## config.mk

```make
export PLATFORM = sky130hd
export DESIGN_NAME = eqseg_queue
export DESIGN_NICKNAME = d
export VERILOG_FILES = /design/src/eqseg_pkg.sv /design/src/eqseg_queue.sv
export SDC_FILE = /design/constraint.sdc
export NUM_CORES = 1
export LEC_CHECK = 0
export BUFFER_PORTS_ARGS = -buffer_cell sky130_fd_sc_hd__buf_2
export CAP_MARGIN = 30
export CORE_ASPECT_RATIO = 0.6
export CORE_MARGIN = 8
export CORE_UTILIZATION = 50
export CTS_CLUSTER_SIZE = 16
export DETAILED_ROUTE_END_ITERATION = 16
export PLACE_DENSITY = 0.76
export SLEW_MARGIN = 20
export SYNTH_ARGS = -nofsm -noshare
export SYNTH_HDL_FRONTEND = slang
export SYNTH_SLANG_ARGS = --single-unit
```

## constraint.sdc

```tcl
create_clock -name clk -period 12.45 [get_ports clk]
set_input_delay 0.6225 -clock clk [delete_from_list [all_inputs] [get_ports clk]]
set_output_delay 0.6225 -clock clk [all_outputs]
set_load 0.1 [all_outputs]
```

## src/eqseg_pkg.sv

```systemverilog
// Package for the equalized segment position lookup.
// Holds the shared sizes, command codes and queue/result types.
// No dependencies.
package eqseg_pkg;

  localparam int MAX_SEGMENTS = 256;
  localparam int IDX_W        = $clog2(MAX_SEGMENTS);
  localparam int CNT_W        = $clog2(MAX_SEGMENTS + 1);
  localparam int CFG_W        = 9;
  localparam int ENTRY_W      = 8;
  localparam int VAL_W        = 32;
  localparam int FRAC_W       = 16;
  localparam int POS_W        = FRAC_W + 1;
  localparam int FOUND_W      = 8;
  localparam int DIV_CNT_W    = $clog2(FRAC_W);
  localparam int QUEUE_DEPTH  = 2;
  localparam int QPTR_W       = $clog2(QUEUE_DEPTH);
  localparam int QCNT_W       = $clog2(QUEUE_DEPTH + 1);

  localparam logic [CFG_W-1:0] SEG_COUNT_RESET = CFG_W'(256);
  localparam logic [POS_W-1:0] FULL_SCALE      = POS_W'(1) << FRAC_W;

  typedef enum logic {
    CMD_WRITE = 1'b0,
    CMD_QUERY = 1'b1
  } cmd_t;

  // One classified word waiting for the back end. For a query the value
  // travels in the lo field and the other fields are unused.
  typedef struct packed {
    cmd_t                     cmd;
    logic                     wr_ok;
    logic [IDX_W-1:0]         idx;
    logic signed [VAL_W-1:0]  lo;
    logic signed [VAL_W-1:0]  hi;
  } item_t;

  typedef struct packed {
    logic [POS_W-1:0]   pos;
    logic [FOUND_W-1:0] found;
  } result_t;

endpackage

```

## src/eqseg_queue.sv

```systemverilog
// Short FIFO between the front and back ends of the lookup.
// Depends on eqseg_pkg.
module eqseg_queue (
  input  logic              clk,
  input  logic              rst_n,
  input  logic              push,
  input  eqseg_pkg::item_t  push_item,
  output logic              full,
  input  logic              pop,
  output logic              not_empty,
  output eqseg_pkg::item_t  head
);

  eqseg_pkg::item_t             slots_r [eqseg_pkg::QUEUE_DEPTH];
  logic [eqseg_pkg::QPTR_W-1:0] wr_ptr_r;
  logic [eqseg_pkg::QPTR_W-1:0] rd_ptr_r;
  logic [eqseg_pkg::QCNT_W-1:0] count_r;

  assign full      = count_r == eqseg_pkg::QCNT_W'(eqseg_pkg::QUEUE_DEPTH);
  assign not_empty = count_r != '0;
  assign head      = slots_r[rd_ptr_r];

  always_ff @(posedge clk) begin
    if (push) begin
      slots_r[wr_ptr_r] <= push_item;
    end
  end

  always_ff @(posedge clk) begin
    if (!rst_n) begin
      wr_ptr_r <= '0;
      rd_ptr_r <= '0;
      count_r  <= '0;
    end else begin
      if (push) begin
        wr_ptr_r <= (32'(wr_ptr_r) == eqseg_pkg::QUEUE_DEPTH - 1) ? '0
                    : wr_ptr_r + eqseg_pkg::QPTR_W'(1);
      end
      if (pop) begin
        rd_ptr_r <= (32'(rd_ptr_r) == eqseg_pkg::QUEUE_DEPTH - 1) ? '0
                    : rd_ptr_r + eqseg_pkg::QPTR_W'(1);
      end
      count_r <= count_r + eqseg_pkg::QCNT_W'(push) - eqseg_pkg::QCNT_W'(pop);
    end
  end

endmodule

```

Word-level counts from Yosys, hierarchy flattened
Memory sizes are Yosys's and may differ from the RTL's. A register that Yosys moved wholly into a read port is not among the register bits.
Cells that the tools add are included.
Storage, ports and cells
  register bits: 4
  bits in latches: 0
  RAM bits: 148
  bits in read-only memories: 0
  output and inout port bits: 76
  memories kept: 1
Cells by class
  $add $sub $neg: 4
  multiply operators: 0
  divide/modulo/power cells: 0
  magnitude comparators: 0
  eq/ne operators: 1
  shifts and indexed selects: 0
  multiplexer cells: 6
  bitwise operators: 0
  reduce and logical (&&, ||, !) cells: 1
Memory list
  slots_r: depth 2, bits a word 74, read ports 1, clocked after memory_dff 1, wr ports 1, RTL line eqseg_queue.sv:14  | eqseg_pkg::item_t slots_r [eqseg_pkg::QUEUE_DEPTH];
Operators with widths (number)
  1-bit 2-to-1 mux: 6
  1-bit adder, second input constant: 2
  2-bit by 1-bit adder with 2-bit output: 1
  2-bit == test, second input constant: 1
  2-bit nonzero test: 1
  2-bit by 1-bit subtractor with 2-bit output: 1

Longest topological paths before layout
Gate-level depths: netlist (run 1).
  depth in word-level cells: 4
  mapped depth: 6
  mapped depth without buffers: 6

Worst setup path after synthesis (run 1)
Ideal clock, no wire load.
  kind: input -> register
  start: input port push
  end: memory slots_r[0][0] (netlist bit), enable pin
  setup time: 516 ps
  data arrival time: 3895 ps
  data required time: 11934 ps
  slack: 8039 ps
  stages: 1
  cell sequence: nor2b_1
Between the ends
  cells in the longest elaborated chain, start to end: 2
RTL lines
  from (decl): RTL line eqseg_queue.sv:6  | input logic push,
  1-bit 2-to-1 mux: RTL line eqseg_queue.sv:24  | if (push) begin
  1-bit 2-to-1 mux (not written as such): RTL line eqseg_queue.sv:25  | slots_r[wr_ptr_r] <= push_item;
  to (decl): RTL line eqseg_queue.sv:14
Every way passes these cells.

==> metrics, run 1 <==
largest net degree at the start of global routing 45; Max-slew headroom 38.2%; maximum capacitance violations 0; All-Layer GR Usage between 10 and 15%; wirelength, routed roughly 11000 um; WS Path Type register to primary output; Remaining DRCs 0; Ys Warns 0; CTS Buf Count 17; r2r setup slk just over 10 ns; htree depth 4; Die X 155 um; RePlAce Congestion 0.746; clock skew ~0.010 ns; Seq/Total Area, Yosys roughly 80%; antenna violations before repair 2; P_int between 1000 and 1500 uW; Die Footprint between 15000 and 20000 um2; I/O Buffers between 150 and 200; Fmax 312 MHz; Final Cycle Share about a quarter; DRT iter0 DRCs about 180; number of diodes 0; Synthesized Nets approximately 330; Detailed Routing Iterations Pass 1 4; Slowest cell on crit path dfxtp_4; Worst Hold End slots_r[0][64]$_DFFE_PP_; Worst setup SP type register; Register-to-Register Path Depth 2; area of the mapped netlist between 5000 and 6000 um2; CTS tree built; vias per cell between 4 and 5; Sequential Power Share a little over two fifths; status finished clean; final setup fails 0; worst-skew pair later-pin latency about 0.41 ns; final non-filler cell total ~590; unique cell type count in the Yosys netlist 14; CP max stage delay roughly 0.74 ns; buffers from clock root to sink, at most 2; Hold Startpoint push_item[64]; Initial Util 51.3%; # nets final around 500; crit end category primary output; Seq cells post-synth about 150; CP top delay family buffers and inverters; commonest non-fill, non-tap cells in the layout buf_2, edfxtp_1, mux2_4, clkbuf_16, mux2_2; # fillers 809; # placed instances around 560; clock sink count about 150; global-route wire length before repair ~17000 um; Area growth syn-to-layout 26.8%; sw power 453 uW; Mapped Cells between 200 and 300; row cnt 30; I/O pins between 150 and 200; Sw Ratio a little under a third; largest fanout on the critical path 39; Post-CTS Setup Inserts 0; vias in the first global route roughly 3.2k; hold depth 1; critical path arrival between 2 and 3 ns; DP HPWL roughly 7700 um; worst r2r src wr_ptr_r$_SDFFE_PN0P_; endpoints failing hold 0; hold crit path type input port to register; vias 2841; top cell type's share of synthesized area around 76%; commonest non-fill, non-tap cell in the layout buf_2; Core ar. about 11000 um2; unrepaired setup endpoints after global routing false; Reg-to-Reg End slots_r[0][35]$_DFFE_PP_; Clock power frac 36.8%; total power draw between 1000 and 1500 uW; grt ovf 0; Least-Margin Pin Slew approximately 0.92 ns; share of cells above drive strength 1 slightly above 60%; Final Slew Violations 0; leading area contributor after synthesis edfxtp_1; cell area power density a little under 200 nW/um2; Clock Tree Root clkbuf_16; syn avg cell area around 23 um2; Worst Path Buf+Inv 2; VDD IR max approximately 0.00013 V; Logic pwr share 21.4%; WP data required between 10 and 15 ns; DIE HEIGHT 99.5 um; Layout Utilization between 60 and 70%; minimum clock period after layout about 3.2 ns; Static Leak slightly below 0.003 uW; Clock Pin Slew Worst Setup and Hold Paths ~0.06 ns; DR WL/cell around 19 um; top cells by area, synth edfxtp_1, mux2_4, mux2_2; CP Cell Sequence buf_4 > mux2_4 > buf_2; CTS Hold Buffers Added 0; Final ANT Viol Nets 0; cts repair resizes 0; Total Neg Setup Slack 0 ns
cell families (layout without fill, tap and decap cells):
kind of cell               after synthesis  count (layout)  share of synthesized area [%]
muxes                                   74              74                           18.2
DFF                                    153             153                           78.2
adders and majority gates                2               2                          0.430
and+or+nand+nor                          9               9                          0.968
buffers and inverters                   10             190                           1.57
xor gates and xnor gates                 2               2                          0.538
AOI/OAI and AO/OA                        1               1                          0.129
worst max path at each step:
stage	startpoint	end	cells after the start
2_1_floorplan	push	slots_r[0][0]$_DFFE_PP_	1
3_3_place_gp	register	head[63]	3
3_5_place_dp	register	head[63]	3
4_1_cts	register	head[63]	3
5_1_grt	register	head[24]	3
6_report	register	head[6]	3
cell usage after synthesis:
| cell type | count |
|---|---|
| and2_1 | 4 |
| buf_2 | 1 |
| buf_6 | 7 |
| dfxtp_1 | 5 |
| edfxtp_1 | 148 |
| ha_1 | 2 |
| inv_1 | 2 |
| mux2_2 | 14 |
| mux2_4 | 60 |
| nor2b_1 | 4 |
| o21a_1 | 1 |
| or2_2 | 1 |
| xnor3_1 | 1 |
| xor2_1 | 1 |
per-layer routing:
layer	up-vias	GRT usage, %	routed length (um)
met5	-	0	20
met4	4	4.90	128
met3	16	7.45	1090
met2	109	22.1	4990
met1	1385	17.4	4800
li1	1327	-	-
power groups by stage:
stage / Sequential [uW] / Combinational [uW] / Clock [uW]
global route: 611 / 322 / 567
global placement: 618 / 310 / 0
detailed placement: 620 / 314 / 0
finish: 609 / 312 / 536
CTS: 609 / 315 / 547
floorplan: 614 / 274 / 0
sequential cells by signal (all words and copies together), names as in the netlist, named ones only:
name	cells
count_r	2
rd_ptr_r	1
slots_r	148
wr_ptr_r	1
layout make-up:
type / count / area [um2] / area share [%]
Clock buffer: 18 / 429 / 5.82
Clock inverter: 14 / 196 / 2.67
Inverter: 2 / 7.51 / 0.102
Multi-Input combinational cell: 88 / 1190 / 16.1
Sequential cell: 153 / 4550 / 61.7
Tap cell: 160 / 200 / 2.72
Timing Repair Buffer: 156 / 801 / 10.9
through the flow:
stage	instance area (um2)	setup slack, ns	hold WS [ns]
global placement	6730	9.64	0.571
CTS	7370	9.19	0.383
global route	7370	9.10	0.379
floorplan	5810	8.04	0.555
detailed placement	6750	9.66	0.582
finish	7370	9.24	0.400
Note: power is estimated with default switching activity, not from simulation.
==> run 2, diff against run 1 <==
ABC_AREA = 1   (was default)
CORE_UTILIZATION = 47   (was 50)
PLACE_DENSITY = 0.75   (was 0.76)
clock period = 2.8 ns   (was 12.45 ns; I/O delays follow)
==> run 2 against run 1 <==
  * Sequential cell count unchanged
  * Non-clock buffer count rose by 78
  * Synthesized cell count up 4.8%
  * Via count is 12% higher
  * Total power rose to 4.3 times the previous value
  * Sequential share of layout area is 5.9 points lower
  * Critical path type unchanged
  * Largest cell class unchanged
==> metrics, run 2 <==
All-Layer GR Usage 15.0%; Layout Utilization 67.6%; I/O Buffers around 150; number of flip-flops under the largest register name between 100 and 150; Seq/Total Area, Yosys between 70% and 80%; Worst Path Buf+Inv 2; Least-Margin Pin Slew around 0.52 ns; Die X around 160 um; vias per cell ~4.6; top cells by area, synth edfxtp_1, mux2_4, mux2_2; commonest non-fill, non-tap cell in the layout buf_2; leading area contributor after synthesis edfxtp_1; Largest Register slots_r; unrepaired setup endpoints after global routing false; Die Footprint between 15000 and 20000 um2; total power draw roughly 6300 uW; Post-CTS Setup Inserts 0; Sequential Power Share between 40% and 50%; buffers from clock root to sink, at most 2; critical path arrival between 2 and 2.5 ns; VDD IR max just over 0.0005 V; Max-slew headroom 65.8%; WS Path Type register to primary output; CTS Buf Count 17; top flop regs slots_r x148, count_r x2; DR WL/cell about 18 um; hold depth 2; crit end category primary output; CTS tree built; Clock power frac around 36%; Multi-input gate area ~1200 um2; antenna violations before repair 0; Slowest cell on crit path dfxtp_4; clock skew 0.0101 ns; unique cell type count in the Yosys netlist 12; Final Slew Violations 0; DP HPWL about 7500 um; syn avg cell area between 20 and 25 um2; sw power roughly 1900 uW; # fillers just under 800; commonest non-fill, non-tap cells in the layout buf_2, edfxtp_1, dlygate4sd3_1, mux2_4, clkbuf_16; Detailed Routing Iterations Pass 1 4; largest net degree at the start of global routing 75; WP data required about 2.7 ns; I/O pins approximately 150; worst-skew pair later-pin latency 0.41 ns; DIE HEIGHT a little over 100 um; Clock Pin Slew Worst Setup and Hold Paths 0.06 ns; Synthesized Nets approximately 340; cts repair resizes 0; worst setup margin roughly 0.62 ns; EDFF count, synth approximately 150; Sw Ratio 30.2%; vias in the first global route approximately 3.5k; asr flop ratio synth 0%; CP Cell Sequence buf_4 > mux2_2 > buf_2; Reg-to-Reg End slots_r[1][58]$_DFFE_PP_; Static Leak 0.00327 uW; hold crit path type input port to register; CTS Hold Buffers Added 77; Core ar. 12100 um2; status finished clean; Initial Util approximately half; Hold WS approximately 0.46 ns; htree depth 4; Commonest cells post-synth edfxtp_1, mux2_4, mux2_2, nand2_1, nor2_1; prevailing post-synth register cell edfxtp_1; maximum capacitance violations 0; Register-to-Register Path Depth 3; Final ANT Viol Nets 0; Clock Tree Root clkbuf_16; vias ~3.2k; Worst Hold End slots_r[0][61]$_DFFE_PP_; Worst setup SP type register; endpoints failing hold 0; wirelength, routed between 10000 and 15000 um; global-route wire length before repair 18500 um; grt ovf 0; CP top delay family buffers and inverters; most common cell in the netlist edfxtp_1; Logic pwr share between 20% and 30%; Mapped Cells around 260; area of the mapped netlist 5810 um2; r2r setup slk roughly 1.5 ns; CP max stage delay 0.59 ns; worst r2r src wr_ptr_r$_SDFFE_PN0P_; Seq cells post-synth about 150; P_int 4400 uW; Fmax between 400 and 500 MHz; pre-CTS setup slack between 1 and 1.5 ns; minimum clock period after layout 2.18 ns; Ys Warns 0; top cell type's share of synthesized area ~76%; share of cells above drive strength 1 between 50 and 60%; # nets final a little under 600; number of diodes 0; Hold Startpoint push_item[61]; cell area power density between 700 and 800 nW/um2; DRT iter0 DRCs around 190; Area growth syn-to-layout 40.3%; Remaining DRCs 0; row cnt 31; clock sink count ~150; RePlAce Congestion 0.740; final setup fails 0; Sequential Area between 4000 and 5000 um2; largest fanout on the critical path 24; Final Cycle Share around 78%; Total Neg Setup Slack 0 ns
-- run 2: power by group through the flow --
stage / logic [uW] / registers [uW] / clock network (uW)
finish: 1320 / 2690 / 2290
global placement: 1220 / 2730 / 0
detailed placement: 1230 / 2740 / 0
CTS: 1320 / 2690 / 2350
global route: 1360 / 2700 / 2420
floorplan: 1040 / 2730 / 0
-- run 2: cells by family after synthesis --
logic type	Yosys count	synth area share, %
AO/OA/AOI/OAI	1	0.0860
adder cells (fa/ha/maj)	2	0.431
AND/OR/NAND/NOR	18	1.18
buffers and inverters	15	1.89
flip-flops	153	78.2
multiplexers	74	18.2
-- run 2: layer usage --
metal / share of wire, % / track usage, % / vias to the layer above / wire length, um
met5: 0 / 0 / - / 0
met4: 0.82 / 6.49 / 0 / 99
met3: 8.5 / 6.32 / 8 / 1030
met2: 49 / 25.0 / 118 / 5900
met1: 42 / 16.9 / 1535 / 5050
li1: - / - / 1514 / -
-- run 2: worst max path at each step --
stage / cells after the start / startpoint / slack [ns] / endpoint
after floorplan: 1 / wr_ptr_r$_SDFFE_PN0P_ / 0.11 / slots_r[0][0]$_DFFE_PP_
after global placement: 3 / register / 1.03 / head[70]
after detailed placement: 3 / register / 1.02 / head[70]
after CTS: 3 / register / 0.57 / head[70]
after global routing: 3 / register / 0.52 / head[70]
final: 3 / register / 0.62 / head[70]
-- run 2: layout make-up --
| class | count | area share [%] |
|---|---|---|
| multi-input combinational | 95 | 14.3 |
| clock inverter | 13 | 2.07 |
| sequential | 153 | 55.8 |
| timing repair buffer | 234 | 19.7 |
| clock buffer | 19 | 5.31 |
| tap | 165 | 2.53 |
| inverter | 7 | 0.338 |
-- run 2: stage by stage --
step	std cells	instance area (um2)
2_1_floorplan	263	5810
3_5_place_dp	577	6780
4_1_cts	686	8150
6_report	686	8150
5_1_grt	686	8150
3_3_place_gp	577	6780
