`config.mk`:
```
export PLATFORM = sky130hd
export DESIGN_NAME = eqseg_front
export DESIGN_NICKNAME = d
export VERILOG_FILES = /design/src/eqseg_pkg.sv /design/src/eqseg_front.sv
export SDC_FILE = /design/constraint.sdc
export NUM_CORES = 1
export LEC_CHECK = 0
export ABC_AREA = 0
export BUFFER_PORTS_ARGS = -buffer_cell sky130_fd_sc_hd__buf_2
export CORE_AREA = 2 2 80 82
export CTS_BUF_LIST = sky130_fd_sc_hd__clkbuf_8
export DETAILED_ROUTE_END_ITERATION = 10
export DIE_AREA = 0 0 82 84
export GPL_ROUTABILITY_DRIVEN = 1
export HOLD_SLACK_MARGIN = 0.03
export MAX_ROUTING_LAYER = met4
export PLACE_DENSITY = 0.68
export SYNTH_ARGS = -nofsm -noshare
export SYNTH_HDL_FRONTEND = slang
export SYNTH_SLANG_ARGS = --single-unit
export TNS_END_PERCENT = 50
```
`constraint.sdc`:
```
create_clock -name clk -period 2.9 [get_ports clk]
set_input_delay 0.58 -clock clk [delete_from_list [all_inputs] [get_ports clk]]
set_output_delay 0.58 -clock clk [all_outputs]
set_load 0.02 [all_outputs]
```
`src/eqseg_pkg.sv`:
```
// Package for the equalized segment position lookup.
// Holds the shared sizes, command codes and queue/result types.
// No dependencies.
package eqseg_pkg;

  localparam int MAX_SEGMENTS = 256;
  localparam int IDX_W        = $clog2(MAX_SEGMENTS);
  localparam int CNT_W        = $clog2(MAX_SEGMENTS + 1);
  localparam int CFG_W        = 9;
  localparam int ENTRY_W      = 8;
  localparam int VAL_W        = 32;
  localparam int FRAC_W       = 16;
  localparam int POS_W        = FRAC_W + 1;
  localparam int FOUND_W      = 8;
  localparam int DIV_CNT_W    = $clog2(FRAC_W);
  localparam int QUEUE_DEPTH  = 2;
  localparam int QPTR_W       = $clog2(QUEUE_DEPTH);
  localparam int QCNT_W       = $clog2(QUEUE_DEPTH + 1);

  localparam logic [CFG_W-1:0] SEG_COUNT_RESET = CFG_W'(256);
  localparam logic [POS_W-1:0] FULL_SCALE      = POS_W'(1) << FRAC_W;

  typedef enum logic {
    CMD_WRITE = 1'b0,
    CMD_QUERY = 1'b1
  } cmd_t;

  // One classified word waiting for the back end. For a query the value
  // travels in the lo field and the other fields are unused.
  typedef struct packed {
    cmd_t                     cmd;
    logic                     wr_ok;
    logic [IDX_W-1:0]         idx;
    logic signed [VAL_W-1:0]  lo;
    logic signed [VAL_W-1:0]  hi;
  } item_t;

  typedef struct packed {
    logic [POS_W-1:0]   pos;
    logic [FOUND_W-1:0] found;
  } result_t;

endpackage

```
`src/eqseg_front.sv`:
```
// Front end of the equalized segment position lookup: takes input words,
// classifies them into queue items and holds the segment count register.
// Depends on eqseg_pkg.
module eqseg_front (
  input  logic                         clk,
  input  logic                         rst_n,
  input  logic                         in_tvalid,
  output logic                         in_tready,
  input  logic [103:0]                 in_tdata,
  input  logic [0:0]                   in_tuser,
  input  logic                         cfg_we,
  input  logic [eqseg_pkg::CFG_W-1:0]  cfg_wdata,
  input  logic                         q_full,
  output logic                         q_push,
  output eqseg_pkg::item_t             q_item,
  output logic [eqseg_pkg::CNT_W-1:0]  eff_count
);

  logic [eqseg_pkg::CFG_W-1:0]   segment_count_r;
  logic [eqseg_pkg::ENTRY_W-1:0] entry_index;

  always_ff @(posedge clk) begin
    if (!rst_n) begin
      segment_count_r <= eqseg_pkg::SEG_COUNT_RESET;
    end else if (cfg_we) begin
      segment_count_r <= cfg_wdata;
    end
  end

  // A count of zero acts as one; a count beyond the table acts as its size.
  always_comb begin
    if (segment_count_r == '0) begin
      eff_count = eqseg_pkg::CNT_W'(1);
    end else if (32'(segment_count_r) > eqseg_pkg::MAX_SEGMENTS) begin
      eff_count = eqseg_pkg::CNT_W'(eqseg_pkg::MAX_SEGMENTS);
    end else begin
      eff_count = eqseg_pkg::CNT_W'(segment_count_r);
    end
  end

  assign in_tready   = !q_full;
  assign q_push      = in_tvalid && !q_full;
  assign entry_index = in_tdata[7:0];

  always_comb begin
    q_item.cmd   = eqseg_pkg::cmd_t'(in_tuser[0]);
    q_item.wr_ok = 32'(entry_index) < eqseg_pkg::MAX_SEGMENTS;
    q_item.idx   = eqseg_pkg::IDX_W'(entry_index);
    if (q_item.cmd == eqseg_pkg::CMD_QUERY) begin
      q_item.lo = in_tdata[103:72];
      q_item.hi = '0;
    end else begin
      q_item.lo = in_tdata[39:8];
      q_item.hi = in_tdata[71:40];
    end
  end

endmodule

```
Word-level counts from Yosys, hierarchy flattened
Index checks and enable logic that the tools add are counted.
W data, S select, Z words.

word-level totals
  output and inout port bits = 85
  input port bits = 119
  register bits after elaboration = 9

cells by class
  reduce and logical (&&, ||, !) cells = 3
  mux-type cells = 3
  magnitude comparators = 1

operator list
  cell                  count
  $mux W64              1
  $mux W9               2
  $gt A9 B9 Y1 const B  1
  $logic_not A9 Y1      1
  $logic_and A1 B1 Y1   1
  $logic_not A1 Y1      1

Depth between registers and ports, before layout
Gate-level depths: netlist of the first run.

  depth after elaboration = 3
  mapped depth = 3
  depth with buffers taken out = 2

Least setup slack after synthesis of the first run
OpenSTA, ideal clock, no wires.

  path type = input-to-output
  start = input in_tuser
  end = output q_item[34] (netlist bit)
  arrival = 1338 ps
  slack = 982 ps
  stages = 3
  cells stage by stage = buf_2 buf_6 mux2_1

RTL lines
  item                line               RTL
  start: declaration  eqseg_front.sv:10  input logic [0:0] in_tuser,
  end: declaration    eqseg_front.sv:15  output eqseg_pkg::item_t q_item,

==> results of run 1 <==
tightest hold or removal path: cells and delay by family (launching register included):
kind             cells  cell delay (ns)
and+or+nand+nor      1             0.10
muxes                1             0.07
DFF                  1             0.33
power groups by stage:
stage	clock, mW	sequential, mW	combinational (mW)
finish	0.141	0.139	0.310
global placement	0	0.141	0.309
global route	0.153	0.140	0.333
detailed placement	0	0.141	0.313
floorplan	0	0.137	0.195
CTS	0.144	0.139	0.315
cells by family after synthesis:
logic type             Yosys count
AO/OA/AOI/OAI                    1
buffers and inverters           22
flip-flops                       9
multiplexers                    41
other                            1
AND/OR/NAND/NOR                 51
layout by cell type (no fill, tap or decap):
cell,instances
sky130_fd_sc_hd__nand2_1,1
sky130_fd_sc_hd__buf_12,1
sky130_fd_sc_hd__clkbuf_8,3
sky130_fd_sc_hd__dfxtp_1,9
sky130_fd_sc_hd__o22ai_2,1
sky130_fd_sc_hd__mux2_1,32
sky130_fd_sc_hd__or4_1,2
sky130_fd_sc_hd__nor2b_1,48
sky130_fd_sc_hd__conb_1,1
sky130_fd_sc_hd__buf_2,186
sky130_fd_sc_hd__inv_1,3
sky130_fd_sc_hd__mux2i_1,9
routing by layer:
layer	routed length (um)	part of all wire, %	global-route usage (%)	up-vias
li1	-	-	-	740
met1	1760	37	13.2	686
met2	2450	52	24.0	91
met3	532	11	1.52	2
met4	10	0.21	2.73	0
met5	0	0	-	-
area by class of cell:
cell class                 count  area [sq um]
fill                         650          4030
timing repair buffer         187           951
multi-input combinational     94           786
sequential                     9           180
tap                           77          96.3
clock buffer                   3          41.3
inverter                       2          7.51
clock inverter                 1          3.75
worst max-delay path by stage:
stage / cells past startpoint / endpoint / slack, ns
6_report: 4 / q_item[63] / 0.78
3_5_place_dp: 4 / q_item[63] / 0.76
5_1_grt: 4 / q_item[61] / 0.73
2_1_floorplan: 3 / q_item[34] / 0.98
4_1_cts: 4 / q_item[63] / 0.76
3_3_place_gp: 4 / q_item[61] / 0.78
per-stage QoR:
| stage | hold WS (ns) | setup slack [ns] | power [mW] | util, % |
|---|---|---|---|---|
| after global routing | 0.553 | 0.733 | 0.626 | 33.9 |
| after detailed placement | 0.526 | 0.764 | 0.454 | 33.1 |
| after floorplan | 0.483 | 0.982 | 0.332 | - |
| final | 0.533 | 0.783 | 0.591 | 33.9 |
| after CTS | 0.539 | 0.762 | 0.598 | 33.9 |
| after global placement | 0.500 | 0.785 | 0.450 | 33.1 |
==> flow_summary.rst, run 1 <==
.. list-table::
   :header-rows: 1

   * - Metric
     - Value
   * - Number of cells on the worst hold path
     - 2
   * - Peak Freq
     - 0.472 GHz
   * - Final non-filler cell area
     - 2070 sq um
   * - Number of antenna violations at the first check in global routing
     - 0
   * - Post-synthesis cell type count
     - 13
   * - Total instance count after detailed placement
     - 369
   * - Resize count post-CTS
     - 0
   * - Die span in y
     - 84 um
   * - Power density relative to cell area
     - 286 nW/um^2
   * - Average cell area after synthesis
     - 8.98 sq um
   * - Post-synth top area cell
     - sky130_fd_sc_hd__mux2_1
   * - Synthesized Nets
     - 244
   * - Number of setup buffers added after CTS
     - 0
   * - HPWL after DPL
     - 4.10 mm
   * - Wire length of the first global-routing pass
     - 6.71 mm
   * - Pin count of the biggest net entering global routing
     - 66
   * - Placer congestion estimate
     - 0.737
   * - Max-capacitance violation count
     - 0
   * - Xor and xnor fraction of the mapped netlist area
     - 0%
   * - Maximum level of the CTS H-tree
     - 1
   * - Clock sink count
     - 9
   * - GRT Residual Overflow
     - 0
   * - Worst min-delay path category
     - reg2reg
   * - Vias in the first global route
     - 1457
   * - Drt first pass iters
     - 2
   * - CORE AREA
     - 6100 sq um
   * - Count of vias placed by the detailed router
     - 1519
   * - Commonest cells post-synth
     - sky130_fd_sc_hd__nor2b_1, sky130_fd_sc_hd__mux2_1, sky130_fd_sc_hd__buf_4
   * - Critical Path Sink Type
     - output port
   * - Antenna violation net count after detailed routing
     - 0
   * - Clock group share of total power
     - 23.9%
   * - Adder-cell share of the synthesized area
     - 0%
   * - Antenna Diode Count
     - 0
   * - Setup TNS
     - 0 ns
   * - Final standard cell count with taps included and fillers excluded
     - 373
   * - Internal cell power
     - 0.366 mW
   * - Launching element type of the critical path
     - input port
   * - Clock period minus final worst setup slack
     - 2.12 ns
   * - Switch Pwr
     - 0.224 mW
   * - Synth Instances
     - 125
   * - Launching instance or port of the critical path
     - in_tuser
   * - Seq/Total Area, Yosys
     - 16.1%
   * - Average detailed-routed wire length per instance
     - 12.7 um
   * - Post-synthesis simple-gate area fraction
     - 28.4%
   * - Multiplexer share of the synthesized area
     - 40.1%
   * - Logic depth of the worst register-to-register path
     - 2
   * - CTS Buffer Depth
     - 2
   * - Final Hold Violating Endpoints
     - 0
   * - Critical-path top delay cell
     - sky130_fd_sc_hd__mux2_1
   * - Crit path buf inv count
     - 3
   * - Aggregate global-route resource usage
     - 12.5%
   * - Routed wire length
     - 4.75 mm
   * - Share of power burned in registers
     - 23.5%
   * - Port Buf Inserts
     - 186
   * - Series of cell instances along the critical path
     - buf_2, buf_12, mux2_1, buf_2
   * - Most flop-heavy register
     - segment_count_r
   * - Post-place instance area
     - 2020 sq um
   * - Reg-to-reg setup timing slack
     - 2.08 ns
   * - Total of flip-flops plus latches after synthesis
     - 9
   * - Clock root buffer
     - sky130_fd_sc_hd__clkbuf_8
   * - Share of synthesized registers carrying an async set or reset
     - 0%
   * - Ports placed on the boundary
     - 204
   * - Worst-path maximum fanout
     - 65
   * - Site Rows
     - 29
   * - Critical path class
     - in2out
   * - Cell seen most often among critical-path stages
     - sky130_fd_sc_hd__buf_2
   * - Net count, final
     - 416
   * - Via/cell ratio
     - 4.07
   * - Beginning of the worst register-to-register path
     - segment_count_r[8]
   * - Maximum clock skew at final layout
     - 0 ns
   * - Number of DRC violations after detailed routing
     - 0
   * - RSZ-0062 raised after global routing
     - false
   * - Worst EP arrival
     - 1.54 ns
   * - Biggest regs
     - segment_count_r (9)
   * - Required time at the worst-slack endpoint
     - 2.32 ns
   * - Initial Util
     - 18.4%
   * - End point of the most critical hold path
     - segment_count_r[0]
   * - Synth top area share
     - 32.1%
   * - RR Endpoint
     - segment_count_r[8]
   * - Top delay family on crit path
     - buffers and inverters
   * - Synthesis Warnings
     - 0
   * - Reg clk slew, reported paths
     - 0.04 ns
   * - Period utilization
     - 73.0%
   * - Cells taking the most area after synthesis
     - sky130_fd_sc_hd__mux2_1, sky130_fd_sc_hd__nor2b_1, sky130_fd_sc_hd__dfxtp_1
   * - Total count of max-transition violations in the final report
     - 0
   * - Peak per-stage delay on the critical path
     - 0.39 ns
   * - Number of synthesized flops with an enable pin
     - 0
   * - Netlist area before placement
     - 1120 sq um
   * - CTS tree
     - built
   * - Net Sw Frac
     - 38.0%
   * - Status
     - completed
   * - Final setup violation count
     - 0
   * - Worst Hold Launch
     - segment_count_r[0]
   * - Leakage power
     - 1.18 nW
   * - Share of cells above drive strength 1
     - 64.5%
   * - Dominant register cell in the synthesized netlist
     - sky130_fd_sc_hd__dfxtp_1
   * - Die outline area
     - 6890 sq um
   * - Dominant combinational cell family by area after synthesis
     - multiplexers
   * - Top-count cell post-synth
     - sky130_fd_sc_hd__nor2b_1
   * - Floorplan die width
     - 82 um
   * - Max FFs per register
     - 9
   * - Cts bufs inserted
     - 3
   * - Violation count after the first detailed-route iteration
     - 13
   * - Compound-Gate Fraction of Synth Area
     - 1.11%
   * - Layout overhead on the synthesized area
     - 84.1%
   * - Part of the total power dissipated in combinational logic
     - 52.5%
   * - Clock insertion delay at the later pin of the skew report
     - 0.23 ns
   * - Maximum VDD drop
     - 0.200 mV
   * - Cts hold-fix bufs
     - 0
Power figures use the tool's default switching activity.
==> run 2, diff against run 1 <==
--- a/config.mk
+++ b/config.mk
@@ -7,14 +7,14 @@
 export LEC_CHECK = 0
 export ABC_AREA = 0
 export BUFFER_PORTS_ARGS = -buffer_cell sky130_fd_sc_hd__buf_2
-export CORE_AREA = 2 2 80 82
+export CORE_AREA = 2 2 78 80
 export CTS_BUF_LIST = sky130_fd_sc_hd__clkbuf_8
 export DETAILED_ROUTE_END_ITERATION = 10
-export DIE_AREA = 0 0 82 84
+export DIE_AREA = 0 0 80 82
 export GPL_ROUTABILITY_DRIVEN = 1
 export HOLD_SLACK_MARGIN = 0.03
 export MAX_ROUTING_LAYER = met4
-export PLACE_DENSITY = 0.68
+export PLACE_DENSITY = 0.7
 export SYNTH_ARGS = -nofsm -noshare
 export SYNTH_HDL_FRONTEND = slang
 export SYNTH_SLANG_ARGS = --single-unit
==> constraint.sdc (replaced) <==
create_clock -name clk -period 2.05 [get_ports clk]
set_input_delay 0.41 -clock clk [delete_from_list [all_inputs] [get_ports clk]]
set_output_delay 0.41 -clock clk [all_outputs]
set_load 0.02 [all_outputs]
==> run 2 against run 1 <==
  * Critical path depth fell by 1
  * Wire length grew 3.1%
  * Die area is 4.8% lower
  * Core utilization up 2.2 points
  * Critical endpoint is now eff_count[0]
  * Setup slack lost 0.57 ns
  * Global-route usage fell by 0.16 points
  * Largest cell class unchanged
  * Clock skew did not move
  * Non-clock buffer count grew 1
  * Register-to-register slack lost 0.82 ns
==> flow_summary.rst, run 2 (synthesis results as in run 1) <==
.. list-table::
   :header-rows: 1

   * - Metric
     - Value
   * - Max FFs per register
     - 9
   * - Clock insertion delay at the later pin of the skew report
     - 0.24 ns
   * - Crit path buf inv count
     - 1
   * - Site Rows
     - 28
   * - Worst min-delay path category
     - in2reg
   * - Internal cell power
     - 0.520 mW
   * - Peak Freq
     - 0.546 GHz
   * - Number of setup buffers added after CTS
     - 0
   * - Maximum level of the CTS H-tree
     - 1
   * - Drt first pass iters
     - 4
   * - Launching element type of the critical path
     - flip-flop
   * - Vias in the first global route
     - 1266
   * - Clock group share of total power
     - 24.3%
   * - Critical Path Sink Type
     - output port
   * - Clock period minus final worst setup slack
     - 1.83 ns
   * - CTS tree
     - built
   * - Wire length of the first global-routing pass
     - 6.11 mm
   * - Pin count of the biggest net entering global routing
     - 40
   * - Cts hold-fix bufs
     - 0
   * - Placer congestion estimate
     - 0.757
   * - Maximum VDD drop
     - 0.357 mV
   * - Leakage power
     - 1.18 nW
   * - Final setup violation count
     - 0
   * - Final Hold Violating Endpoints
     - 0
   * - Die outline area
     - 6560 sq um
   * - Resize count post-CTS
     - 0
   * - CORE AREA
     - 5750 sq um
   * - Critical path class
     - reg2out
   * - Peak per-stage delay on the critical path
     - 0.47 ns
   * - HPWL after DPL
     - 4.24 mm
   * - Most flop-heavy register
     - segment_count_r
   * - Most common library cell in the layout ignoring fill and taps
     - sky130_fd_sc_hd__buf_2
   * - Commonest cells after routing, fill and taps aside
     - sky130_fd_sc_hd__buf_2, sky130_fd_sc_hd__nor2b_1, sky130_fd_sc_hd__mux2_1, sky130_fd_sc_hd__mux2i_1, sky130_fd_sc_hd__dfxtp_1
   * - Total count of max-transition violations in the final report
     - 0
   * - Final non-filler cell area
     - 2070 sq um
   * - Share of cells above drive strength 1
     - 64.6%
   * - Reg-to-reg setup timing slack
     - 1.26 ns
   * - Post-place instance area
     - 2030 sq um
   * - Net Sw Frac
     - 38.3%
   * - Biggest regs
     - segment_count_r (9)
   * - Cts bufs inserted
     - 3
   * - Reg clk slew, reported paths
     - 0.04 ns
   * - CTS Buffer Depth
     - 2
   * - Worst EP arrival
     - 1.42 ns
   * - Switch Pwr
     - 0.323 mW
   * - Final cell utilization of the core
     - 36.0%
   * - Antenna violation net count after detailed routing
     - 0
   * - Share of power burned in registers
     - 23.3%
   * - Power density relative to cell area
     - 407 nW/um^2
   * - Average detailed-routed wire length per instance
     - 13.2 um
   * - Antenna Diode Count
     - 0
   * - Number of DRC violations after detailed routing
     - 0
   * - Via/cell ratio
     - 3.97
   * - Critical-path top delay cell
     - sky130_fd_sc_hd__or4_1
   * - Ports placed on the boundary
     - 204
   * - Layout overhead on the synthesized area
     - 84.5%
   * - FILL cells
     - 602
   * - Top delay family on crit path
     - simple AND/OR/NAND/NOR gates
   * - Net count, final
     - 417
   * - Clock root buffer
     - sky130_fd_sc_hd__clkbuf_8
   * - Number of antenna violations at the first check in global routing
     - 0
   * - Period utilization
     - 89.4%
   * - Port Buf Inserts
     - 186
   * - Part of the total power dissipated in combinational logic
     - 52.4%
   * - Violation count after the first detailed-route iteration
     - 15
   * - Floorplan die width
     - 80 um
   * - Die span in y
     - 82 um
   * - Aggregate global-route resource usage
     - 12.4%
   * - GRT Residual Overflow
     - 0
   * - Initial Util
     - 19.5%
   * - RSZ-0062 raised after global routing
     - false
   * - Clock sink count
     - 9
   * - Required time at the worst-slack endpoint
     - 1.64 ns
   * - Routed wire length
     - 4.90 mm
   * - Count of vias placed by the detailed router
     - 1477
   * - Maximum clock skew at final layout
     - 0 ns
   * - Worst-path maximum fanout
     - 11
   * - Max-capacitance violation count
     - 0
   * - Status
     - completed
   * - Series of cell instances along the critical path
     - or4_1, o22ai_2, buf_2
   * - Setup TNS
     - 0 ns
run 2: final timing paths:
path	start	to	cells past startpoint
setup reg to reg	segment_count_r[8]	segment_count_r[8]	2
hold / removal	cfg_wdata[8]	segment_count_r[8]	3
setup / recovery	segment_count_r[8]	eff_count[0]	3
hold reg to reg	segment_count_r[1]	segment_count_r[1]	2
run 2: layer usage:
metal  vias up  GRT usage (%)  share of wire [%]
met4         0           3.56               0.49
li1        742              -                  -
met5         -              -                  0
met3         2           2.09                 10
met1       636           14.1                 39
met2        97           22.3                 50
run 2: power groups by stage:
stage          logic, mW  clock network, mW  registers (mW)
2_1_floorplan      0.275                  0           0.194
3_3_place_gp       0.441                  0           0.198
3_5_place_dp       0.445                  0           0.199
4_1_cts            0.447              0.212           0.196
5_1_grt            0.474              0.218           0.198
6_report           0.442              0.204           0.196
run 2: layout make-up:
| cell class | instances | area, sq um | share of cell area [%] |
|---|---|---|---|
| clock inverters | 1 | 3.75 | 0.181 |
| inverters | 2 | 7.51 | 0.363 |
| multi-input cells | 94 | 786 | 37.9 |
| well taps | 75 | 93.8 | 4.53 |
| clock buffers | 3 | 41.3 | 1.99 |
| flip-flops and latches | 9 | 180 | 8.70 |
| repair buffers | 188 | 958 | 46.3 |
run 2: stage by stage:
step	worst slack, ns	hold slack (ns)	total power, mW	instances
finish	0.217	0.395	0.843	372
global route	0.144	0.404	0.890	372
CTS	0.205	0.387	0.856	372
detailed placement	0.325	0.528	0.644	368
global placement	0.365	0.496	0.639	368
floorplan	0.472	0.472	0.469	125
run 2: worst reg2reg max path: cells and delay by family (launching register included):
family / cells / cell delay, ns
multiplexers: 1 / 0.12
flip-flops: 1 / 0.54
AND/OR/NAND/NOR: 1 / 0.08
==> run 3, diff against run 2 <==
--- a/config.mk
+++ b/config.mk
@@ -7,14 +7,14 @@
 export LEC_CHECK = 0
 export ABC_AREA = 0
 export BUFFER_PORTS_ARGS = -buffer_cell sky130_fd_sc_hd__buf_2
-export CORE_AREA = 2 2 78 80
+export CORE_AREA = 2 2 80 82
 export CTS_BUF_LIST = sky130_fd_sc_hd__clkbuf_8
 export DETAILED_ROUTE_END_ITERATION = 10
-export DIE_AREA = 0 0 80 82
+export DIE_AREA = 0 0 82 84
 export GPL_ROUTABILITY_DRIVEN = 1
 export HOLD_SLACK_MARGIN = 0.03
 export MAX_ROUTING_LAYER = met4
-export PLACE_DENSITY = 0.7
+export PLACE_DENSITY = 0.68
 export SYNTH_ARGS = -nofsm -noshare
 export SYNTH_HDL_FRONTEND = slang
 export SYNTH_SLANG_ARGS = --single-unit
==> constraint.sdc (replaced) <==
create_clock -name clk -period 2.32 [get_ports clk]
set_input_delay 0.464 -clock clk [delete_from_list [all_inputs] [get_ports clk]]
set_output_delay 0.464 -clock clk [all_outputs]
set_load 0.02 [all_outputs]
==> run 3 against run 2 <==
  * Sequential share of layout area barely moved
  * Final cell count rose by 0.27%
  * Critical endpoint is now q_item[61]
  * Final area fell by 0.24%
  * Setup slack improved by 0.23 ns
  * Highest routed layer is now met3
  * Global-route usage fell by 0.22 points
  * Combinational power fell by 12%
  * Clock skew did not move
  * Non-clock buffer count fell by 1
  * Count of clock-buffer cells in the layout did not move
  * Register-to-register slack improved by 0.25 ns
  * Largest power group unchanged
  * Sequential power fell by 11%
  * Via count rose by 0.95%
==> flow_summary.rst, run 3 (synthesis results as in run 1) <==
.. list-table::
   :header-rows: 1

   * - Metric
     - Value
   * - Status
     - completed
   * - Antenna Diode Count
     - 0
   * - Floorplan die width
     - 82 um
   * - Setup TNS
     - 0 ns
   * - Launching element type of the critical path
     - input port
   * - Sequential cell area
     - 180 sq um
   * - Placer congestion estimate
     - 0.737
   * - Vias in the first global route
     - 1413
   * - Resize count post-CTS
     - 0
   * - Ports placed on the boundary
     - 204
   * - Maximum level of the CTS H-tree
     - 1
   * - Commonest cells after routing, fill and taps aside
     - sky130_fd_sc_hd__buf_2, sky130_fd_sc_hd__nor2b_1, sky130_fd_sc_hd__mux2_1, sky130_fd_sc_hd__mux2i_1, sky130_fd_sc_hd__dfxtp_1
   * - Worst-path maximum fanout
     - 65
   * - Logic depth of the worst register-to-register path
     - 2
   * - GRT Residual Overflow
     - 0
   * - Initial Util
     - 18.4%
   * - CORE AREA
     - 6100 sq um
   * - Most common library cell in the layout ignoring fill and taps
     - sky130_fd_sc_hd__buf_2
   * - Net count, final
     - 416
   * - Reg clk slew, reported paths
     - 0.04 ns
   * - Max-capacitance violation count
     - 0
   * - Final Hold Violating Endpoints
     - 0
   * - Leakage power
     - 1.18 nW
   * - Average detailed-routed wire length per instance
     - 12.5 um
   * - Beginning of the worst register-to-register path
     - segment_count_r[8]
   * - Clock sink count
     - 9
   * - Wire length of the first global-routing pass
     - 6.50 mm
   * - Layout overhead on the synthesized area
     - 84.1%
   * - Period utilization
     - 80.8%
   * - Clock root buffer
     - sky130_fd_sc_hd__clkbuf_8
   * - Worst min-delay path category
     - in2reg
   * - Cts hold-fix bufs
     - 0
   * - Routed wire length
     - 4.67 mm
   * - Number of antenna violations at the first check in global routing
     - 0
   * - Aggregate global-route resource usage
     - 12.1%
   * - Clock insertion delay at the later pin of the skew report
     - 0.23 ns
   * - Peak Freq
     - 0.534 GHz
   * - Violation count after the first detailed-route iteration
     - 28
   * - Crit path buf inv count
     - 3
   * - CTS tree
     - built
   * - Maximum VDD drop
     - 0.266 mV
   * - HPWL after DPL
     - 4.04 mm
   * - Series of cell instances along the critical path
     - buf_2, buf_12, mux2_1, buf_2
   * - Number of cells on the worst hold path
     - 3
   * - Maximum clock skew at final layout
     - 0 ns
   * - Via/cell ratio
     - 4.00
   * - Die outline area
     - 6890 sq um
   * - Launching instance or port of the critical path
     - in_tuser
   * - Critical Path Sink Type
     - output port
   * - Drt first pass iters
     - 4
   * - Biggest regs
     - segment_count_r (9)
   * - RSZ-0062 raised after global routing
     - false
   * - Top delay family on crit path
     - buffers and inverters
   * - Count of cell instances traversed by the critical path
     - 4
   * - Power, Total
     - 0.737 mW
   * - Most flop-heavy register
     - segment_count_r
   * - CTS Buffer Depth
     - 2
   * - Critical path class
     - in2out
   * - Worst Hold Launch
     - cfg_wdata[8]
   * - Pin count of the biggest net entering global routing
     - 66
   * - Max FFs per register
     - 9
   * - Cts bufs inserted
     - 3
   * - Port Buf Inserts
     - 186
   * - Total count of max-transition violations in the final report
     - 0
   * - Share of cells above drive strength 1
     - 64.5%
   * - FILL cells
     - 637
   * - Number of setup buffers added after CTS
     - 0
   * - Power density relative to cell area
     - 357 nW/um^2
   * - Site Rows
     - 29
   * - Critical-path top delay cell
     - sky130_fd_sc_hd__mux2_1
   * - Number of DRC violations after detailed routing
     - 0
   * - Peak per-stage delay on the critical path
     - 0.38 ns
   * - Antenna violation net count after detailed routing
     - 0
   * - Final setup violation count
     - 0
   * - Count of vias placed by the detailed router
     - 1491
   * - Required time at the worst-slack endpoint
     - 1.86 ns
   * - Worst EP arrival
     - 1.41 ns
   * - Clock period minus final worst setup slack
     - 1.87 ns
   * - Multi-input combinational cell area
     - 786 sq um
   * - Die span in y
     - 84 um
   * - Cell seen most often among critical-path stages
     - sky130_fd_sc_hd__buf_2
[run 3: cell count changes in the layout (fill, tap and decap cells not counted), sizes merged]
cell,change
buf,-1
[run 3: per-stage QoR]
stage | hold WS (ns) | util (%) | worst slack, ns | area (sq um) | cells
after floorplan | 0.483 | - | 0.634 | 1120 | 125
after global placement | 0.500 | 33.1 | 0.437 | 2020 | 369
after detailed placement | 0.516 | 33.1 | 0.415 | 2020 | 369
after CTS | 0.457 | 33.9 | 0.413 | 2070 | 373
after global routing | 0.488 | 33.9 | 0.374 | 2070 | 373
final | 0.460 | 33.9 | 0.446 | 2070 | 373
[run 3: final timing paths]
path                         to  slack, ns
max                  q_item[61]       0.45
max reg2reg  segment_count_r[8]       1.51
min          segment_count_r[8]       0.46
min reg2reg  segment_count_r[0]       0.53
[run 3: cell type report]
class                   instances  share of cell area [%]
well taps                      77                    4.66
inverters                       2                   0.363
clock inverters                 1                   0.182
flip-flops and latches          9                    8.72
repair buffers                187                    46.0
clock buffers                   3                    2.00
multi-input cells              94                    38.0
[run 3: worst min-delay path: cells and delay by family]
family,cells,cell delay [ns]
and+or+nand+nor,1,0.06
muxes,1,0.06
buffers and inverters,1,0.07
[run 3: report_power, final]
part,leakage [nW],switching [mW],internal (mW)
Clock,0.0269,0.0609,0.115
Sequential,0.0744,0.00956,0.165
Combinational,1.08,0.208,0.178
[run 3: routing by layer]
metal  GRT usage [%]  vias up  part of all wire, %
li1                -      739                    -
met1            12.8      659                   38
met4            2.27        0                    0
met5               -        -                    0
met2            23.3       93                   51
met3            1.73        0                   11
